## config.mk

```make
export PLATFORM = sky130hd
export DESIGN_NAME = tsta_close
export DESIGN_NICKNAME = d
export VERILOG_FILES = /design/src/hdl/tsta_close.sv
export SDC_FILE = /design/constraint.sdc
export NUM_CORES = 1
export LEC_CHECK = 0
export ABC_CLOCK_PERIOD_IN_PS = 5300
export BUFFER_PORTS_ARGS = -buffer_cell sky130_fd_sc_hd__clkbuf_2
export CAP_MARGIN = 0
export CORE_MARGIN = 3
export CORE_UTILIZATION = 47
export DETAILED_ROUTE_END_ITERATION = 16
export PLACE_DENSITY = 0.81
export SLEW_MARGIN = 20
export SYNTH_ARGS = -nofsm -noshare
export SYNTH_HDL_FRONTEND = slang
export SYNTH_SLANG_ARGS = --single-unit
```

## constraint.sdc

```tcl
create_clock -name vclk -period 5.3
set_input_delay 0.53 -clock vclk [all_inputs]
set_output_delay 0.53 -clock vclk [all_outputs]
set_load 0.01 [all_outputs]
```

## src/hdl/tsta_close.sv

```systemverilog
// Session close arithmetic: elapsed time, window test, saturating add.
module tsta_close (
    input  logic [30:0] i_stamp,
    input  logic [31:0] i_start,
    input  logic [30:0] i_max,
    input  logic [31:0] i_total,
    output logic        o_credit,
    output logic [30:0] o_elapsed,
    output logic [31:0] o_new_total
);
    logic signed [33:0] w_el;
    logic [32:0]        w_sum;

    assign w_el = signed'({3'b000, i_stamp}) - signed'({{2{i_start[31]}}, i_start});
    assign o_credit = (w_el > 34'sd0) && (w_el < signed'({3'b000, i_max}));
    assign o_elapsed = w_el[30:0];
    assign w_sum = {1'b0, i_total} + {2'b00, w_el[30:0]};
    assign o_new_total = w_sum[32] ? 32'hFFFF_FFFF : w_sum[31:0];
endmodule

```

=== Word-level counts from Yosys, hierarchy flattened ===
Index checks and enable logic that the tools add are counted.

* Bits in latches: 0
* Logic and storage cells: 6
* Register bits after elaboration: 0
* Bits in read-only memories: 0
* Input port bits: 126
* Output and inout port bits: 64
* Bits in writable memories: 0
* Memories: 0

* Shift operators: 0
* Multipliers: 0
* Mux-type cells: 1
* Add/sub/neg operators: 2
* Reduce and logical (&&, ||, !) cells: 1
* Divide/modulo/power cells: 0
* Magnitude comparators: 2
* Equal/unequal tests: 0
* Bitwise gates (word level): 0

{| class="wikitable"
|+ Operators by type and width
! kind !! count
|-
| $add A32 B31 Y33 || 1
|-
| $gt A33 B1 Y1 const B || 1
|-
| $lt A33 B32 Y1 || 1
|-
| $sub A32 B32 Y33 || 1
|-
| $mux W32 || 1
|-
| $logic_and A1 B1 Y1 || 1
|}

=== Longest topological paths before layout ===
Gate-level depths: netlist of run 1.

* Word-level depth: 3
* Mapped depth: 21

=== Least setup slack after synthesis of run 1 ===
No wires, ideal clock.

* Path kind: input port to output port
* Start point: input i_start[11]
* End point: output o_new_total[30]
* Slack: -183 ps
* Arrival time: 4953 ps
* Stages on the path: 19
* Buffers on the path: 3
* Cell sequence: inv_1 > ha_1 > buf_4 > or2_2 > a31o_2 > or3_2 > o21ai_2 > o21ai_0 > xor2_1 > ha_1 > a21o_1 > a221o_1 > a21o_1 > o21ai_0 > and3_1 > o31a_1 > clkbuf_1 > clkbuf_1 > nand3_1

* Longest elaborated chain between the ends: 3

{| class="wikitable"
|+ RTL lines
! item !! RTL line !! RTL
|-
| from (decl) || 4 || <nowiki>input logic [31:0] i_start,</nowiki>
|-
| $sub A32 B32 Y33 || 14 || <nowiki>assign w_el = signed'({3'b000, i_stamp}) - signed'({{2{i_start[31]}}, i_start});</nowiki>
|-
| named net o_elapsed[17] || 8 || <nowiki>output logic [30:0] o_elapsed,</nowiki>
|-
| $add A32 B31 Y33 || 17 || <nowiki>assign w_sum = {1'b0, i_total} + {2'b00, w_el[30:0]};</nowiki>
|-
| $mux W32 || 18 || <nowiki>assign o_new_total = w_sum[32] ? 32'hFFFF_FFFF : w_sum[31:0];</nowiki>
|-
| to (decl) || 9 || <nowiki>output logic [31:0] o_new_total</nowiki>
|}

The timed path passes the listed nets, and every way through them passes these cells.

=== Worst setup path in the final report of run 1 ===
* Start point: input i_stamp[11]
* End point: output o_new_total[12]

* Longest elaborated chain between the ends: 3

{| class="wikitable"
|+ RTL lines
! item !! RTL line !! RTL
|-
| from (decl) || 3 || <nowiki>input logic [30:0] i_stamp,</nowiki>
|-
| $sub A32 B32 Y33 || 14 ||
|-
| $add A32 B31 Y33 || 17 ||
|-
| $mux W32 || 18 ||
|}

Every way passes these cells.

==> flow_metrics.env, run 1 <==
export IMPL_dpl_hpwl_mm=13.5
export IMPL_postCtsHoldBufs=0
export IMPL_drt_wl_total_mm=15.8
export IMPL_cpPeakStageDelay_ns=0.44
export IMPL_max_slew_margin=0.623
export IMPL_worst_setup_path_startpoint="i_stamp[11]"
export IMPL_timing_worst_slew_pin_value_ns=0.566
export IMPL_num_vias=6119
export IMPL_grtUsageTotal=0.252
export IMPL_via_count_of_the_first_global_routing_pass=5288
export IMPL_place_congestion=0.974
export IMPL_critical_path_startpoint_type="input port"
export IMPL_required_ns=4.77
export IMPL_detail_route_drc_violations=0
export IMPL_antenna_violations_before_repair=0
export IMPL_floorplan_core_area_um2=9770
export IMPL_power_share_clock=0
export IMPL_number_of_nets_in_the_synthesized_netlist=934
export IMPL_syn_cell_area_um2=4740
export IMPL_finalCriticalPeriod_ns=5.16
export IMPL_initial_core_util=0.485
export IMPL_critPathArrivalTime_ns=4.63
export IMPL_total_switching_power_mw=0.859
export IMPL_cp_num_buf_inv=4
export IMPL_cp_slowest_cell="sky130_fd_sc_hd__or3_2"
export IMPL_finalHoldViolations=0
export IMPL_detail_route_first_pass_iterations=5
export IMPL_synth_area_leaders="sky130_fd_sc_hd__ha_1 24%, sky130_fd_sc_hd__inv_1 7.0%, sky130_fd_sc_hd__a21oi_1 6.2%"
export IMPL_timing_critical_path_max_delay_family="compound AO/OA/AOI/OAI gates"
export IMPL_chipHeight_um=106
export IMPL_setup_viol_count_final=0
export IMPL_worst_hold_path_startpoint="i_total[31]"
export IMPL_max_freq_mhz=194
export IMPL_timing_critical_path_cells="clkbuf_2 -> ha_1 -> or2_2 -> a31o_2 -> or3_2 -> o21ai_2 -> o21ai_2 -> xor2_2 -> ha_1 -> a21o_1 -> a221o_1 -> a21o_1 -> o21ai_1 -> and3_1 -> o31a_1 -> buf_4 -> buf_12 -> o21ai_0 -> clkbuf_2"
export IMPL_status="finished clean"
export IMPL_switching_share=0.552
export IMPL_design_seq_count=0
export IMPL_seq_area_um2=0
export IMPL_power_share_combinational=1.000
export IMPL_ys_seq_area_frac=0
export IMPL_detail_route_wl_per_cell_um=14.6
export IMPL_yosys_cell_count_top_type="sky130_fd_sc_hd__ha_1"
export IMPL_fin_crit_sh=0.974
export IMPL_post_route_util=0.657
export IMPL_worst_case_vdd_ir_drop_mv=0.137
export IMPL_max_cap_viol_count=0
export IMPL_netlist_cell_type_count=68
export IMPL_grt_start_max_net_pins=29
export IMPL_count_of_antenna_violating_nets_left_after_detailed_routing=0
export IMPL_post_synth_inst_count=714
export IMPL_row_count=36
export IMPL_synth_top_area_cell="sky130_fd_sc_hd__ha_1"
export IMPL_final_max_slew_violation_count=0
export IMPL_hold_slack_ns=1.40
export IMPL_grt_first_pass_wirelength_mm=24.2
export IMPL_antenna_cells=0
export IMPL_synthDominantCellAreaShare=0.243
export IMPL_worst_hold_path_type="in2out"
export IMPL_area_growth_pct=35.4
export IMPL_layout_drive_gt1_share=0.319
export IMPL_vias_per_cell=5.66
export IMPL_design_die_area_um2=11300
export IMPL_top_level_ports=190
export IMPL_mean_instance_size_in_the_synthesized_netlist_um2=6.65
export IMPL_die_width_um=106
export IMPL_fill_cells=897
export IMPL_static_leakage_power_nw=3.53
export IMPL_cell_internal_pwr_mw=0.697
export IMPL_worst_setup_path_type="in2out"
export IMPL_placement_io_buffers=190
export IMPL_clkbuf_count=0
export IMPL_pwr_density_cell_nw_per_um2=242
export IMPL_aggregate_global_routing_overflow=0
export IMPL_design_final_nets=1171
export IMPL_netlist_top_cells_count="92 x sky130_fd_sc_hd__ha_1, 89 x sky130_fd_sc_hd__inv_1, 71 x sky130_fd_sc_hd__nand2_1, 59 x sky130_fd_sc_hd__a21oi_1, 54 x sky130_fd_sc_hd__nor2_1"
export IMPL_critical_path_endpoint_type="output pin"
export IMPL_yosysWarnings=0
export IMPL_part_of_the_total_power_dissipated_in_sequential_elements=0
export IMPL_path_max_fanout=14
export IMPL_drt_iter0_drc=364
-- metal layers --
layer | global-route usage | share of wire | vias to the layer above | wire (um)
met4 | 0.0320 | 0.018 | 0 | 286
li1 | - | - | 3086 | -
met2 | 0.429 | 0.47 | 261 | 7430
met3 | 0.0237 | 0.079 | 26 | 1250
met1 | 0.353 | 0.43 | 2746 | 6890
met5 | 0 | 0 | - | 0
-- worst paths after layout --
path	to	slack (ns)	cells past startpoint
setup / recovery	o_new_total[12]	0.14	19
hold / removal	o_new_total[31]	1.40	4
-- cells by family (layout without fill, tap and decap cells) --
logic type                 count (synthesis)  in the layout  share of synthesized area
buffers and inverters                    108            343                     0.0907
adders and majority gates                 94             94                      0.251
AOI/OAI and AO/OA                        245            245                      0.348
muxes                                      4              4                    0.00844
and+or+nand+nor                          224            224                      0.230
xor gates and xnor gates                  39             39                     0.0720
-- final cells by class --
cell class,instances,area [um2],share of cell area
timing repair buffer,254,1460,0.228
tap,133,166,0.0259
inverter,89,334,0.0520
multi-input combinational,606,4460,0.695
-- repair_timing --
action	in CTS	in global routing
setup endpoints to repair	4	33
gates resized for setup	1	37
pin swaps	2	17
setup buffers	1	6
gates cloned	0	1
-- stage by stage --
step                      cell area (um2)  TNS [ns]  instances  power [mW]  setup WS (ns)
after floorplan                      4750         0        714       0.934        0.00762
after global placement               6200         0       1074        1.44         0.0282
after detailed placement             6200   -0.0641       1074        1.46        -0.0463
after CTS                            6210         0       1075        1.47        0.00226
after global routing                 6420     -1.49       1082        1.73         -0.102
final                                6420         0       1082        1.56          0.137
-- power groups by stage --
stage	Sequential (mW)	Combinational (mW)	Clock, mW
5_1_grt	0	1.73	0
4_1_cts	0	1.47	0
3_5_place_dp	0	1.46	0
3_3_place_gp	0	1.44	0
6_report	0	1.56	0
2_1_floorplan	0	0.934	0
-- placed cells by master (no fill, tap or decap), types with 5 or more instances in the layout --
cell type | Yosys | final
sky130_fd_sc_hd__o211ai_1 | 11 | 11
sky130_fd_sc_hd__ha_1 | 92 | 91
sky130_fd_sc_hd__or2_2 | 5 | 5
sky130_fd_sc_hd__a31oi_1 | 9 | 9
sky130_fd_sc_hd__o21bai_1 | 10 | 10
sky130_fd_sc_hd__xor2_1 | 20 | 18
sky130_fd_sc_hd__a21oi_1 | 59 | 56
sky130_fd_sc_hd__clkbuf_2 | 1 | 189
sky130_fd_sc_hd__nand4_1 | 12 | 12
sky130_fd_sc_hd__nand3_1 | 18 | 18
sky130_fd_sc_hd__xnor2_1 | 19 | 16
sky130_fd_sc_hd__o21ai_0 | 49 | 44
sky130_fd_sc_hd__buf_4 | 1 | 62
sky130_fd_sc_hd__nand2_1 | 71 | 71
sky130_fd_sc_hd__nor3_1 | 13 | 11
sky130_fd_sc_hd__a211oi_1 | 17 | 13
sky130_fd_sc_hd__inv_1 | 89 | 87
sky130_fd_sc_hd__and3_1 | 9 | 9
sky130_fd_sc_hd__and2_1 | 5 | 5
sky130_fd_sc_hd__nor2_1 | 54 | 53
sky130_fd_sc_hd__nand2b_1 | 5 | 5
sky130_fd_sc_hd__or3_1 | 8 | 8
sky130_fd_sc_hd__o21a_1 | 9 | 9
sky130_fd_sc_hd__a21o_1 | 26 | 26
Power figures use the tool's default switching activity.
==> run 2: changes to the inputs <==
--- a/config.mk
+++ b/config.mk
@@ -6,9 +6,9 @@
 export NUM_CORES = 1
 export LEC_CHECK = 0
 export ABC_CLOCK_PERIOD_IN_PS = 5300
-export BUFFER_PORTS_ARGS = -buffer_cell sky130_fd_sc_hd__clkbuf_2
+export BUFFER_PORTS_ARGS = -buffer_cell sky130_fd_sc_hd__buf_2
 export CAP_MARGIN = 0
-export CORE_MARGIN = 3
+export CORE_MARGIN = 4
 export CORE_UTILIZATION = 47
 export DETAILED_ROUTE_END_ITERATION = 16
 export PLACE_DENSITY = 0.81
==> flow_metrics.env, run 2 (synthesis gave the netlist of run 1 again) <==
export IMPL_worst_case_vdd_ir_drop_mv=0.131
export IMPL_finalCriticalPeriod_ns=5.18
export IMPL_hold_slack_ns=1.42
export IMPL_part_of_the_total_power_dissipated_in_sequential_elements=0
export IMPL_post_route_util=0.655
export IMPL_drt_met1_wl_mm=7.07
export IMPL_drt_iter0_drc=301
export IMPL_setup_repair_after_global_routing_missed_its_margin="true"
export IMPL_worst_slack_ns=0.116
export IMPL_antenna_cells=0
export IMPL_finish_cell_count_without_fillers=1077
export IMPL_via_count_of_the_first_global_routing_pass=5454
export IMPL_antenna_violations_before_repair=0
export IMPL_max_cap_viol_count=0
export IMPL_place_ws_ns=-0.128
export IMPL_dr_max_layer_used="met4"
export IMPL_critical_path_endpoint_type="output pin"
export IMPL_floorplan_core_area_um2=9820
export IMPL_top_level_ports=190
export IMPL_cp_endpoint="o_new_total[12]"
export IMPL_required_ns=4.77
export IMPL_worst_hold_path_type="in2out"
export IMPL_num_vias=6088
export IMPL_design_seq_count=0
export IMPL_critical_path_startpoint_type="input port"
export IMPL_drt_wl_total_mm=16.2
export IMPL_vias_per_cell=5.65
export IMPL_critPathArrivalTime_ns=4.65
export IMPL_dpl_hpwl_mm=13.9
export IMPL_most_common_layout_cells="190 x sky130_fd_sc_hd__buf_2, 89 x sky130_fd_sc_hd__ha_1, 88 x sky130_fd_sc_hd__inv_1"
export IMPL_timing_worst_slew_pin_value_ns=0.552
export IMPL_area_growth_pct=35.5
export IMPL_detail_route_first_pass_iterations=5
export IMPL_postCtsHoldBufs=0
export IMPL_count_of_antenna_violating_nets_left_after_detailed_routing=0
export IMPL_max_freq_mhz=193
export IMPL_pwr_density_cell_nw_per_um2=242
export IMPL_total_switching_power_mw=0.863
export IMPL_detail_route_drc_violations=0
export IMPL_initial_core_util=0.483
export IMPL_power_share_clock=0
export IMPL_seq_area_um2=0
export IMPL_die_width_um=108
export IMPL_row_count=36
export IMPL_met3_length_mm=1.07
export IMPL_place_congestion=0.993
export IMPL_placed_cells=1075
export IMPL_max_slew_margin=0.632
export IMPL_design_die_area_um2=11800
export IMPL_static_leakage_power_nw=3.46
export IMPL_grtUsageTotal=0.246
export IMPL_detail_route_wl_per_cell_um=15.0
export IMPL_fin_crit_sh=0.978
export IMPL_finalHoldViolations=0
export IMPL_layout_cells_most_common="sky130_fd_sc_hd__buf_2"
export IMPL_worst_setup_path_type="in2out"
export IMPL_chipHeight_um=108
export IMPL_final_max_slew_violation_count=0
export IMPL_switching_share=0.555
export IMPL_clkbuf_count=0
export IMPL_aggregate_global_routing_overflow=0
export IMPL_grt_first_pass_wirelength_mm=24.3
export IMPL_power_share_combinational=1.000
export IMPL_grt_start_max_net_pins=29
export IMPL_path_max_fanout=28
export IMPL_status="finished clean"
export IMPL_cell_internal_pwr_mw=0.693
export IMPL_met2WireLength_mm=7.71
export IMPL_layout_drive_gt1_share=0.318
export IMPL_placement_io_buffers=190
export IMPL_setup_viol_count_final=0
export IMPL_worst_setup_path_startpoint="i_stamp[11]"
export IMPL_design_final_nets=1166
-- run 2: power by group through the flow --
stage,Sequential (mW),Combinational (mW),Clock (mW)
2_1_floorplan,0,0.934,0
3_3_place_gp,0,1.44,0
3_5_place_dp,0,1.46,0
4_1_cts,0,1.47,0
5_1_grt,0,1.71,0
6_report,0,1.56,0
-- run 2: layout make-up --
class	count	area [um2]
fill	929	3390
inverter	89	334
multi-input combinational	606	4520
tap	133	166
timing repair buffer	249	1410
-- run 2: worst max-delay path: stages --
cell and delay (ns):
sky130_fd_sc_hd__buf_2 0.10, sky130_fd_sc_hd__ha_1 0.29, sky130_fd_sc_hd__or2_2 0.29, sky130_fd_sc_hd__a31o_2 0.26, sky130_fd_sc_hd__or3_2 0.46, sky130_fd_sc_hd__o21ai_4 0.18, sky130_fd_sc_hd__xnor2_1 0.23, sky130_fd_sc_hd__ha_1 0.35
sky130_fd_sc_hd__a21oi_1 0.18, sky130_fd_sc_hd__o21ai_0 0.18, sky130_fd_sc_hd__a221o_1 0.33, sky130_fd_sc_hd__a21o_1 0.20, sky130_fd_sc_hd__o21ai_2 0.17, sky130_fd_sc_hd__and3_4 0.23, sky130_fd_sc_hd__o31a_1 0.22, sky130_fd_sc_hd__buf_12 0.19
sky130_fd_sc_hd__o21ai_0 0.10, sky130_fd_sc_hd__buf_2 0.16
-- run 2: worst min path at each step --
| stage | from | to | slack (ns) | depth (start not counted) |
|---|---|---|---|---|
| 2_1_floorplan | i_total[31] | o_new_total[31] | 1.18 | 2 |
| 3_3_place_gp | i_total[31] | o_new_total[31] | 1.41 | 4 |
| 3_5_place_dp | i_total[31] | o_new_total[31] | 1.41 | 4 |
| 4_1_cts | i_total[31] | o_new_total[31] | 1.41 | 4 |
| 5_1_grt | i_total[31] | o_new_total[31] | 1.43 | 4 |
| 6_report | i_total[31] | o_new_total[31] | 1.42 | 4 |
-- run 2: repair_timing --
item | in CTS | in global routing
buffers inserted | 0 | 2
pin swaps | 1 | 24
setup endpoints to repair | 5 | 33
resized for setup | 6 | 39
-- run 2: layer usage --
metal | up-vias | GRT usage
met1 | 2765 | 0.336
li1 | 3070 | -
met2 | 221 | 0.425
met3 | 32 | 0.0197
met4 | 0 | 0.0478
met5 | - | 0
-- run 2: through the flow --
step	total power, mW	cell area, um2	TNS, ns
after floorplan	0.934	4750	0
after global placement	1.44	6210	-0.0792
after detailed placement	1.46	6210	-0.419
after CTS	1.47	6230	-0.0268
after global routing	1.71	6430	-0.292
final	1.56	6430	0
